**config.mk**
```make
export PLATFORM = sky130hd
export DESIGN_NAME = nor_flash_command_decoder
export DESIGN_NICKNAME = d
export VERILOG_FILES = /design/src/rtl/core/fcd_pkg.sv /design/src/rtl/core/fcd_id_regs.sv /design/src/rtl/core/fcd_seq.sv /design/src/rtl/core/nor_flash_command_decoder.sv
export SDC_FILE = /design/constraint.sdc
export NUM_CORES = 1
export LEC_CHECK = 0
export BUFFER_PORTS_ARGS = -buffer_cell sky130_fd_sc_hd__buf_4
export CAP_MARGIN = 20
export CORE_MARGIN = 2
export CORE_UTILIZATION = 47
export DETAILED_ROUTE_END_ITERATION = 6
export PLACE_DENSITY = 0.78
export SYNTH_ARGS = -nofsm -noshare
export SYNTH_HDL_FRONTEND = slang
export SYNTH_SLANG_ARGS = --single-unit
```
**constraint.sdc**
```tcl
create_clock -name clk_i -period 2.15 [get_ports clk_i]
set_input_delay 0.43 -clock clk_i [delete_from_list [all_inputs] [get_ports clk_i]]
set_output_delay 0.43 -clock clk_i [all_outputs]
set_load 0.005 [all_outputs]
```
**src/rtl/core/fcd_pkg.sv**
```systemverilog
// Package for the NOR flash command decoder.
// Holds the item structs, operation codes and command constants; no dependencies.

package fcd_pkg;

  localparam int unsigned AddrWidth = 25;
  localparam int unsigned DataWidth = 8;
  localparam int unsigned CfgIdxWidth = 2;

  // Configuration register indexes
  localparam logic [CfgIdxWidth-1:0] CfgManufacturer = 2'd0;
  localparam logic [CfgIdxWidth-1:0] CfgDevice       = 2'd1;
  localparam logic [CfgIdxWidth-1:0] CfgProtect      = 2'd2;

  // Register reset values
  localparam logic [DataWidth-1:0] ManufacturerReset = 8'h01;
  localparam logic [DataWidth-1:0] DeviceReset       = 8'h7E;
  localparam logic [DataWidth-1:0] ProtectReset      = 8'h00;

  // ID byte offsets
  localparam logic [7:0] IdOffManufacturer = 8'h00;
  localparam logic [7:0] IdOffDevice       = 8'h01;
  localparam logic [7:0] IdOffProtect      = 8'h02;

  // Unlock addresses, compared on the low 12 bits
  localparam logic [11:0] UnlockAddr1 = 12'h555;
  localparam logic [11:0] UnlockAddr2 = 12'h2AA;

  // Command bytes
  localparam logic [DataWidth-1:0] CmdUnlock1    = 8'hAA;
  localparam logic [DataWidth-1:0] CmdUnlock2    = 8'h55;
  localparam logic [DataWidth-1:0] CmdProgram    = 8'hA0;
  localparam logic [DataWidth-1:0] CmdAutoselect = 8'h90;
  localparam logic [DataWidth-1:0] CmdReset      = 8'hF0;
  localparam logic [DataWidth-1:0] CmdEraseSetup = 8'h80;
  localparam logic [DataWidth-1:0] CmdChipErase  = 8'h10;
  localparam logic [DataWidth-1:0] CmdSectErase  = 8'h30;
  localparam logic [DataWidth-1:0] CmdPageErase  = 8'h50;
  localparam logic [DataWidth-1:0] CmdBypass     = 8'h20;
  localparam logic [DataWidth-1:0] CmdBypassExit = 8'h00;

  // Bus access kind
  localparam logic ModeRead  = 1'b0;
  localparam logic ModeWrite = 1'b1;

  typedef enum logic [2:0] {
    OpNone   = 3'd0,
    OpRead   = 3'd1,
    OpId     = 3'd2,
    OpProg   = 3'd3,
    OpChip   = 3'd4,
    OpSect   = 3'd5,
    OpPage   = 3'd6,
    OpReset  = 3'd7
  } op_e;

  typedef struct packed {
    logic                 mode;
    logic [AddrWidth-1:0] address;
    logic [DataWidth-1:0] write_data;
  } in_item_t;

  typedef struct packed {
    logic [2:0]           operation;
    logic [AddrWidth-1:0] op_address;
    logic [DataWidth-1:0] op_data;
    logic                 bypass_active;
    logic                 autoselect_active;
  } out_item_t;

endpackage

```
**src/rtl/core/fcd_id_regs.sv**
```systemverilog
// Identification registers of the command decoder and the ID byte select.
// Depends on fcd_pkg.

module fcd_id_regs (
  input  logic                                 clk_i,
  input  logic                                 rst_ni,
  input  logic                                 cfg_valid_i,
  output logic                                 cfg_ready_o,
  input  logic [fcd_pkg::CfgIdxWidth-1:0]      cfg_index_i,
  input  logic [fcd_pkg::DataWidth-1:0]        cfg_data_i,
  input  logic [7:0]                           id_offset_i,
  output logic [fcd_pkg::DataWidth-1:0]        id_byte_o
);

  logic [fcd_pkg::DataWidth-1:0] manufacturer_q;
  logic [fcd_pkg::DataWidth-1:0] device_q;
  logic [fcd_pkg::DataWidth-1:0] protect_q;

  // Always take writes; an index beyond the list is dropped
  assign cfg_ready_o = 1'b1;

  always_ff @(posedge clk_i or negedge rst_ni) begin
    if (!rst_ni) begin
      manufacturer_q <= fcd_pkg::ManufacturerReset;
      device_q       <= fcd_pkg::DeviceReset;
      protect_q      <= fcd_pkg::ProtectReset;
    end else if (cfg_valid_i) begin
      case (cfg_index_i)
        fcd_pkg::CfgManufacturer: manufacturer_q <= cfg_data_i;
        fcd_pkg::CfgDevice:       device_q       <= cfg_data_i;
        fcd_pkg::CfgProtect:      protect_q      <= cfg_data_i;
        default: ;
      endcase
    end
  end

  // Select the ID byte by the low address byte
  always_comb begin
    case (id_offset_i)
      fcd_pkg::IdOffManufacturer: id_byte_o = manufacturer_q;
      fcd_pkg::IdOffDevice:       id_byte_o = device_q;
      fcd_pkg::IdOffProtect:      id_byte_o = protect_q;
      default:                    id_byte_o = '0;
    endcase
  end

endmodule

```
**src/rtl/core/fcd_seq.sv**
```systemverilog
// Command sequence state machine: unlock, command and bypass decoding.
// Depends on fcd_pkg; the ID byte comes from fcd_id_regs.

module fcd_seq #(
  parameter int unsigned ADDR_BITS = 25
) (
  input  logic                          clk_i,
  input  logic                          rst_ni,
  input  logic                          accept_i,
  input  fcd_pkg::in_item_t             item_i,
  input  logic [fcd_pkg::DataWidth-1:0] id_byte_i,
  output fcd_pkg::out_item_t            result_o
);

  localparam int unsigned EffBits =
    (ADDR_BITS < fcd_pkg::AddrWidth) ? ADDR_BITS : fcd_pkg::AddrWidth;
  localparam logic [fcd_pkg::AddrWidth-1:0] AddrMask =
    {fcd_pkg::AddrWidth{1'b1}} >> (fcd_pkg::AddrWidth - EffBits);

  typedef enum logic [3:0] {
    StIdle    = 4'd0,
    StUnlk1   = 4'd1,
    StUnlk2   = 4'd2,
    StProg    = 4'd3,
    StErs1    = 4'd4,
    StErs2    = 4'd5,
    StErs3    = 4'd6,
    StBypExit = 4'd7
  } step_e;

  step_e step_q, step_d;
  logic  bypass_q, bypass_d;
  logic  autosel_q, autosel_d;

  logic [fcd_pkg::AddrWidth-1:0] addr;
  logic [11:0]                   a12;
  logic [fcd_pkg::DataWidth-1:0] d;
  fcd_pkg::op_e                  op;
  logic [fcd_pkg::AddrWidth-1:0] oaddr;
  logic [fcd_pkg::DataWidth-1:0] odata;

  assign addr = item_i.address & AddrMask;
  assign a12  = addr[11:0];
  assign d    = item_i.write_data;

  // Decode one access against the current step
  always_comb begin
    op        = fcd_pkg::OpNone;
    oaddr     = '0;
    odata     = '0;
    step_d    = StIdle;
    bypass_d  = bypass_q;
    autosel_d = autosel_q;
    if (item_i.mode == fcd_pkg::ModeRead) begin
      op     = autosel_q ? fcd_pkg::OpId : fcd_pkg::OpRead;
      odata  = autosel_q ? id_byte_i : '0;
      oaddr  = addr;
      step_d = step_q;
    end else if (step_q == StProg) begin
      op    = fcd_pkg::OpProg;
      oaddr = addr;
      odata = d;
    end else if (d == fcd_pkg::CmdReset) begin
      op        = fcd_pkg::OpReset;
      autosel_d = 1'b0;
    end else begin
      case (step_q)
        StUnlk1: begin
          if (d == fcd_pkg::CmdUnlock2 && a12 == fcd_pkg::UnlockAddr2) step_d = StUnlk2;
        end
        StUnlk2: begin
          if (a12 == fcd_pkg::UnlockAddr1) begin
            if (d == fcd_pkg::CmdProgram) step_d = StProg;
            else if (d == fcd_pkg::CmdAutoselect) autosel_d = 1'b1;
            else if (d == fcd_pkg::CmdEraseSetup) step_d = StErs1;
            else if (d == fcd_pkg::CmdBypass) bypass_d = 1'b1;
          end
        end
        StErs1: begin
          if (d == fcd_pkg::CmdUnlock1 && a12 == fcd_pkg::UnlockAddr1) step_d = StErs2;
        end
        StErs2: begin
          if (d == fcd_pkg::CmdUnlock2 && a12 == fcd_pkg::UnlockAddr2) step_d = StErs3;
        end
        StErs3: begin
          if (d == fcd_pkg::CmdChipErase && a12 == fcd_pkg::UnlockAddr1) begin
            op = fcd_pkg::OpChip;
          end else if (d == fcd_pkg::CmdSectErase) begin
            op    = fcd_pkg::OpSect;
            oaddr = addr;
          end else if (d == fcd_pkg::CmdPageErase) begin
            op    = fcd_pkg::OpPage;
            oaddr = addr;
          end
        end
        StBypExit: begin
          if (d == fcd_pkg::CmdBypassExit) bypass_d = 1'b0;
        end
        default: begin
          // Idle, and any step code with no meaning
          if (bypass_q) begin
            if (d == fcd_pkg::CmdProgram) step_d = StProg;
            else if (d == fcd_pkg::CmdAutoselect) step_d = StBypExit;
          end else if (d == fcd_pkg::CmdUnlock1 && a12 == fcd_pkg::UnlockAddr1) begin
            step_d = StUnlk1;
          end
        end
      endcase
    end
  end

  // Advance the sequence on each accepted item
  always_ff @(posedge clk_i or negedge rst_ni) begin
    if (!rst_ni) begin
      step_q    <= StIdle;
      bypass_q  <= 1'b0;
      autosel_q <= 1'b0;
    end else if (accept_i) begin
      step_q    <= step_d;
      bypass_q  <= bypass_d;
      autosel_q <= autosel_d;
    end
  end

  assign result_o.operation         = op;
  assign result_o.op_address        = oaddr;
  assign result_o.op_data           = odata;
  assign result_o.bypass_active     = bypass_d;
  assign result_o.autoselect_active = autosel_d;

endmodule

```
**src/rtl/core/nor_flash_command_decoder.sv**
```systemverilog
// NOR flash command decoder, top level: sequence decoder, ID registers, result register.
// The result item of an accepted access is registered and shows on the output in the next cycle.
// Throughput: one item per cycle; the input stalls only while a result waits on out_ready_i.
// Reset clears the sequence to idle, bypass and autoselect off, and the output register empty;
// ID registers return to their default codes.
// Depends on fcd_pkg, fcd_id_regs and fcd_seq.

module nor_flash_command_decoder #(
  parameter int unsigned ADDR_BITS = 25
) (
  input  logic                               clk_i,
  input  logic                               rst_ni,
  input  logic                               in_valid_i,
  output logic                               in_ready_o,
  input  fcd_pkg::in_item_t                  in_item_i,
  output logic                               out_valid_o,
  input  logic                               out_ready_i,
  output fcd_pkg::out_item_t                 out_item_o,
  input  logic                               cfg_valid_i,
  output logic                               cfg_ready_o,
  input  logic [fcd_pkg::CfgIdxWidth-1:0]    cfg_index_i,
  input  logic [fcd_pkg::DataWidth-1:0]      cfg_data_i
);

  logic                          accept;
  logic [fcd_pkg::DataWidth-1:0] id_byte;
  fcd_pkg::out_item_t            result;
  fcd_pkg::out_item_t            out_q;
  logic                          out_valid_q;

  // Take an item when the result register is empty or drains this cycle
  assign in_ready_o = !out_valid_q || out_ready_i;
  assign accept     = in_valid_i && in_ready_o;

  fcd_id_regs u_id_regs (
    .clk_i       (clk_i),
    .rst_ni      (rst_ni),
    .cfg_valid_i (cfg_valid_i),
    .cfg_ready_o (cfg_ready_o),
    .cfg_index_i (cfg_index_i),
    .cfg_data_i  (cfg_data_i),
    .id_offset_i (in_item_i.address[7:0]),
    .id_byte_o   (id_byte)
  );

  fcd_seq #(
    .ADDR_BITS (ADDR_BITS)
  ) u_seq (
    .clk_i     (clk_i),
    .rst_ni    (rst_ni),
    .accept_i  (accept),
    .item_i    (in_item_i),
    .id_byte_i (id_byte),
    .result_o  (result)
  );

  // Hold the result until taken
  always_ff @(posedge clk_i or negedge rst_ni) begin
    if (!rst_ni) begin
      out_valid_q <= 1'b0;
    end else if (accept) begin
      out_valid_q <= 1'b1;
    end else if (out_ready_i) begin
      out_valid_q <= 1'b0;
    end
  end

  always_ff @(posedge clk_i) begin
    if (accept) begin
      out_q <= result;
    end
  end

  assign out_valid_o = out_valid_q;
  assign out_item_o  = out_q;

  // Every accepted item shows up as a result in the next cycle
  a_accept_gives_result: assert property (@(posedge clk_i) disable iff (!rst_ni)
    accept |=> out_valid_o)
    else $error("accepted item produced no result");

  // An ID read only happens with autoselect on
  a_id_needs_autoselect: assert property (@(posedge clk_i) disable iff (!rst_ni)
    (out_valid_o && out_item_o.operation == fcd_pkg::OpId) |-> out_item_o.autoselect_active)
    else $error("id read without autoselect");

  // The reset command always leaves autoselect off
  a_reset_clears_autoselect: assert property (@(posedge clk_i) disable iff (!rst_ni)
    (out_valid_o && out_item_o.operation == fcd_pkg::OpReset) |-> !out_item_o.autoselect_active)
    else $error("reset command left autoselect on");

  // Operations without a target carry a zero address
  a_no_target_zero_addr: assert property (@(posedge clk_i) disable iff (!rst_ni)
    (out_valid_o && (out_item_o.operation == fcd_pkg::OpNone ||
                     out_item_o.operation == fcd_pkg::OpReset ||
                     out_item_o.operation == fcd_pkg::OpChip)) |-> out_item_o.op_address == '0)
    else $error("untargeted operation with nonzero address");

endmodule

```
Word level (Yosys, flattened, before mapping)
Cells that the tools add are included.
Storage, ports and cells
  output and inout bits: 41
  register bits: 69
  word-level logic and storage cells: 102
  bits of input ports: 49
Operators by class
  eq/ne operators: 23
  reductions and logical operators: 15
  multiplexer cells: 52
Operators with widths (number)
  two-way mux 25 bit: 7
  == test 8 bit, second input constant: 5
  two-way mux 3 bit: 11
  two-way mux 4 bit: 7
  two-way mux 8 bit: 3
  case mux 8 bit (3 select lines): 1
  case mux 4 bit (5 select lines): 1
  two-way mux 1 bit: 19
  == test 4 x 3 -> 1 bit, second input constant: 4
  == test 8 x 6 -> 1 bit, second input constant: 2
  == test 8 x 7 -> 1 bit, second input constant: 2
  logical NOT 8 bit: 2
  == test 12 x 10 -> 1 bit, second input constant: 1
  == test 12 x 11 -> 1 bit, second input constant: 1
  == test 4 x 2 -> 1 bit, second input constant: 2
  == test 8 x 1 -> 1 bit, second input constant: 1
  == test 8 x 2 -> 1 bit, second input constant: 1
  == test 8 x 5 -> 1 bit, second input constant: 1
  AND reduction 2 bit: 4
  == test 4 x 1 -> 1 bit, second input constant: 1
  logical AND 1 bit: 4
  two-way mux 2 bit: 2
  == test 2 x 1 -> 1 bit, second input constant: 1
  == test 2 bit, second input constant: 1
  other kinds (6): 6

Longest topological paths before layout
  depth in word-level cells: 10
  depth in mapped cells: 7

Hierarchy
Synthesis repeated with hierarchy kept, for this count alone.
Unflattened totals
  cells, all modules: 268
  area, all modules: 3464.6 um^2
Modules (own cells, without submodules)
  nor_flash_command_decoder: instances 1, cells an instance 42, area an instance 1194.9 um^2, seq. area each 1166.1 um^2
  fcd_id_regs: instances 1, cells an instance 91, area an instance 1163.6 um^2, seq. area each 609.3 um^2
  fcd_seq: instances 1, cells an instance 135, area an instance 1106.1 um^2, seq. area each 125.1 um^2

Worst setup path after synthesis
OpenSTA, ideal clock, no wires.
  kind: input port to flip-flop
  start point: input port out_ready_i
  end point: register u_seq.step_q[2]
  setup time: 0.122 ns
  slack: -0.048 ns
  arrival time: 2.076 ns
  cell stages on the path: 6
  required time: 2.028 ns
  cells stage by stage: nand2b_1 nand2_1 inv_1 nand2_1 a21o_1 a32o_1
On the way
  longest elaborated chain between the ends: 3
Ends and longest elaborated chain
  start: declaration: line nor_flash_command_decoder.sv:17  | input logic out_ready_i,
  logical OR 1 bit: line nor_flash_command_decoder.sv:32  | assign in_ready_o = !out_valid_q || out_ready_i;
  logical AND 1 bit: line nor_flash_command_decoder.sv:33  | assign accept = in_valid_i && in_ready_o;
  via accept: line nor_flash_command_decoder.sv:25  | logic accept;
  AND reduction 2 bit (no line)
  end signal: assignment: line fcd_seq.sv:115  | step_q <= StIdle;
  end signal: assignment: line fcd_seq.sv:119  | step_q <= step_d;
  end: declaration: line fcd_seq.sv:31  | step_e step_q, step_d;
The timed path passes the listed nets, and every way through them passes these cells.
A chain may end at the register's enable or synchronous reset.

==> impl_results.md <==
- Status: finished, violations left
- Violated checks: DRC
- Row count: 29
- Period utilization: 91.09%
- Power per cell area: around 740 nW/um2
- Reg2reg setup slack: between 0.15 and 0.2 ns
- Vias after detailed routing: 2493
- Share of cells above drive strength 1: between 40 and 50%
- Synth cell types: 45
- Starting Density: 48.88%
- CTS root buf: clkbuf_8
- Async SR Flop Fraction: 44.12%
- Final Net Count: between 300 and 400
- Syn Inst Count: around 250
- GR Overflow Total: 0
- Min cycle time layout: 1.958 ns
- Input/output buffers: 88
- Max_cap viols: 0
- Die X: between 80 and 90 um
- GRT Resource Usage Total: approximately a fifth
- Clk pwr share: between 30 and 40%
- Sequential area share after synthesis: 60.54%
- Antenna Cells: 0
- ANT nets after route: 0
- Worst-case reg-to-reg path depth: 4
- Highest clock rate: approximately 510 MHz
- Top FF cell, synth: edfxtp_1
- Critical Path Start Type: register
- Maximum VDD drop: 0.0005371 V
- Place WS: -0.01500 ns
- GPL Wtd Cong: between 1 and 1.5
- Switch Pwr: 0.7686 mW
- Max-slew headroom: between 30 and 40%
- Top-count cell post-synth: edfxtp_1
- # hold bufs at CTS: 0
- Final Hold Viols: 0
- Die area: ~7300 um2
- Fin Setup TNS: 0 ns
- Most frequent cells after synthesis: edfxtp_1, nand2_1, nor2b_1
- Warnings from Yosys: 0
- Worst-Margin Slew: between 0.9 and 1 ns
- Pint: roughly 2.3 mW
- Wirelength per Cell: 17.46 um
- Max H-tree Level: 3
- Setup repair bufs after CTS: 0
- Final setup violation count: 0
- Synth area leader: edfxtp_1
- CTS clk-pin slew, worst paths: ~0.070 ns
- Resized Gates After CTS: 0
- Floorplan core area: around 6400 um2
- Antenna violations before repair: 0
- CTS tree: built
- Combinational power share: 16.1%
- CP Class: register to register
- Worst EP arrival: approximately 2.0 ns
- Sequential power share: a little over half
- Vias in the first global route: ~2400
- Max Slew Vio Count: 0
- DPL Wire Length: between 5000 and 6000 um
- Worst hold slack: ~0.0096 ns
- Synthesized Nets: just under 300
- CTS max path bufs: 2
- Reg2reg start: u_seq.step_q[1]$_DFFE_PN0P_
- DR vias/cell: 5.811
- First-pass GRT wire length: 11830 um
- Reg-to-reg endpoint: out_item_o[25]$_DFFE_PP_
- Largest net degree at the start of global routing: 33
- CP endpoint: out_item_o[25]$_DFFE_PP_
- Critical path origin: u_seq.step_q[1]$_DFFE_PN0P_
- CP required: 2.19 ns
- Layout area overhead: 31.29%
- Clock Latency Late Sink: 0.33 ns
- Synth Register Bits: 68
- DRT Pass-1 Iters: 7
- Switch share: about a quarter
- Crit. End Element: register
- TritonCTS Buffers: 9
- Sinks on Clock Net: 68
- Die Height: 85.73 um
- Max Fanout on Critical Path: 25
- Routed wire length: 7491 um
- Layout Skew: 0.005174 ns
- Avg Cell Area, Syn: around 13 um2
- Hold Crit Class: primary input to asynchronous set/reset pin
- RSZ-0062 raised after global routing: false
- Top post-synthesis cells by area: edfxtp_1, dfrtp_1, mux2_2
- DRT iter0 DRCs: 279
- Top cell type's share of synthesized area: 36.35%
- Pleak: approximately 1.7 nW
- Fin worst setup slack: around 0.19 ns
- Post-synth EDFFs: 38
- DR DRC count: 13
- # IOs: 90
- Syn Std Cell Area: about 3100 um2
==> worst min path at each step <==
stage	endpoint	cells after the start	slack (ns)	start
2_1_floorplan	out_valid_o$_DFFE_PN0P_	0	0.13	rst_ni
3_3_place_gp	out_valid_o$_DFFE_PN0P_	1	0.37	rst_ni
3_5_place_dp	out_valid_o$_DFFE_PN0P_	1	0.38	rst_ni
4_1_cts	u_id_regs.manufacturer_q[7]$_DFFE_PN0P_	1	0.01	rst_ni
5_1_grt	u_id_regs.manufacturer_q[1]$_DFFE_PN0P_	1	0.02	rst_ni
6_report	u_seq.autosel_q$_DFFE_PN0P_	1	0.01	rst_ni
==> worst max-delay path, stage by stage, from the launching register on <==
cell,delay [ns]
dfrtp_1,0.46
nand2_1,0.12
o21ai_1,0.17
a21oi_2,0.78
nor2b_1,0.13
==> power by group through the flow <==
stage	registers, mW	clock network, mW	logic [mW]
floorplan	1.64	0	0.266
global placement	1.65	0	0.473
detailed placement	1.65	0	0.491
CTS	1.63	0.963	0.494
global route	1.65	1.02	0.540
finish	1.63	0.941	0.493
==> flip-flops by register name, indices dropped and copies added, names as in the netlist <==
register and cells:
u_id_regs.manufacturer_q 8, u_seq.bypass_q 1, u_id_regs.protect_q 8, u_seq.step_q 3, out_valid_o 1, out_item_o 38
u_id_regs.device_q 8, u_seq.autosel_q 1
==> cells by family (layout without fill, tap and decap cells) <==
kind of cell           count (synthesis)  after routing  synth area share (%)
AO/OA/AOI/OAI                         35             35                 8.409
flip-flops                            68             68                 60.54
buffers and inverters                 10            114                 1.435
AND/OR/NAND/NOR                      109            109                 20.61
XOR/XNOR                               1              1                0.2790
other                                  1              1                0.1195
multiplexers                          24             24                 8.609
==> per-layer routing <==
layer | wire [um] | up-vias | GRT usage, %
met3 | 748 | 12 | 4.042
met4 | 91 | 0 | 7.648
met2 | 3552 | 155 | 32.46
li1 | - | 1135 | -
met5 | 0 | - | 0
met1 | 3098 | 1191 | 29.39
==> placed cells by master, fill, tap and decap left out, types with 2 or more instances in the layout <==
cell / instances
buf_4: 96
edfxtp_1: 38
nand2_1: 26
nor2b_1: 26
mux2_2: 24
dfrtp_1: 23
nor2_1: 13
o21ai_1: 9
clkbuf_8: 9
a222oi_1: 8
dfstp_2: 7
nand2b_1: 6
nand3_1: 6
nor4_1: 4
a21oi_1: 4
nand3b_1: 4
nor3_1: 3
nand4_1: 3
a32o_1: 3
clkinv_2: 3
nor3_2: 2
or3_1: 2
nor4_2: 2
a21o_1: 2
clkinvlp_4: 2
a31oi_1: 2
o31ai_1: 2
clkbuf_1: 2
==> area by class of cell <==
| type | count | area (um2) |
|---|---|---|
| tap | 77 | 96.34 |
| multi-input combinational | 170 | 1197 |
| sequential | 68 | 1901 |
| clock buffer | 12 | 156.4 |
| inverter | 1 | 7.507 |
| timing repair buffer | 97 | 740.7 |
| clock inverter | 4 | 22.52 |
| fill | 530 | 2301 |
==> stage by stage <==
step | instances | utilization (%) | cell area (um2) | total power [mW]
floorplan | 248 | - | 3143 | 1.904
global placement | 413 | 61.39 | 3943 | 2.122
detailed placement | 413 | 61.39 | 3943 | 2.143
CTS | 429 | 64.17 | 4121 | 3.084
global route | 429 | 64.17 | 4121 | 3.209
finish | 429 | 64.17 | 4121 | 3.065
Note: power is estimated with default switching activity, not from simulation.
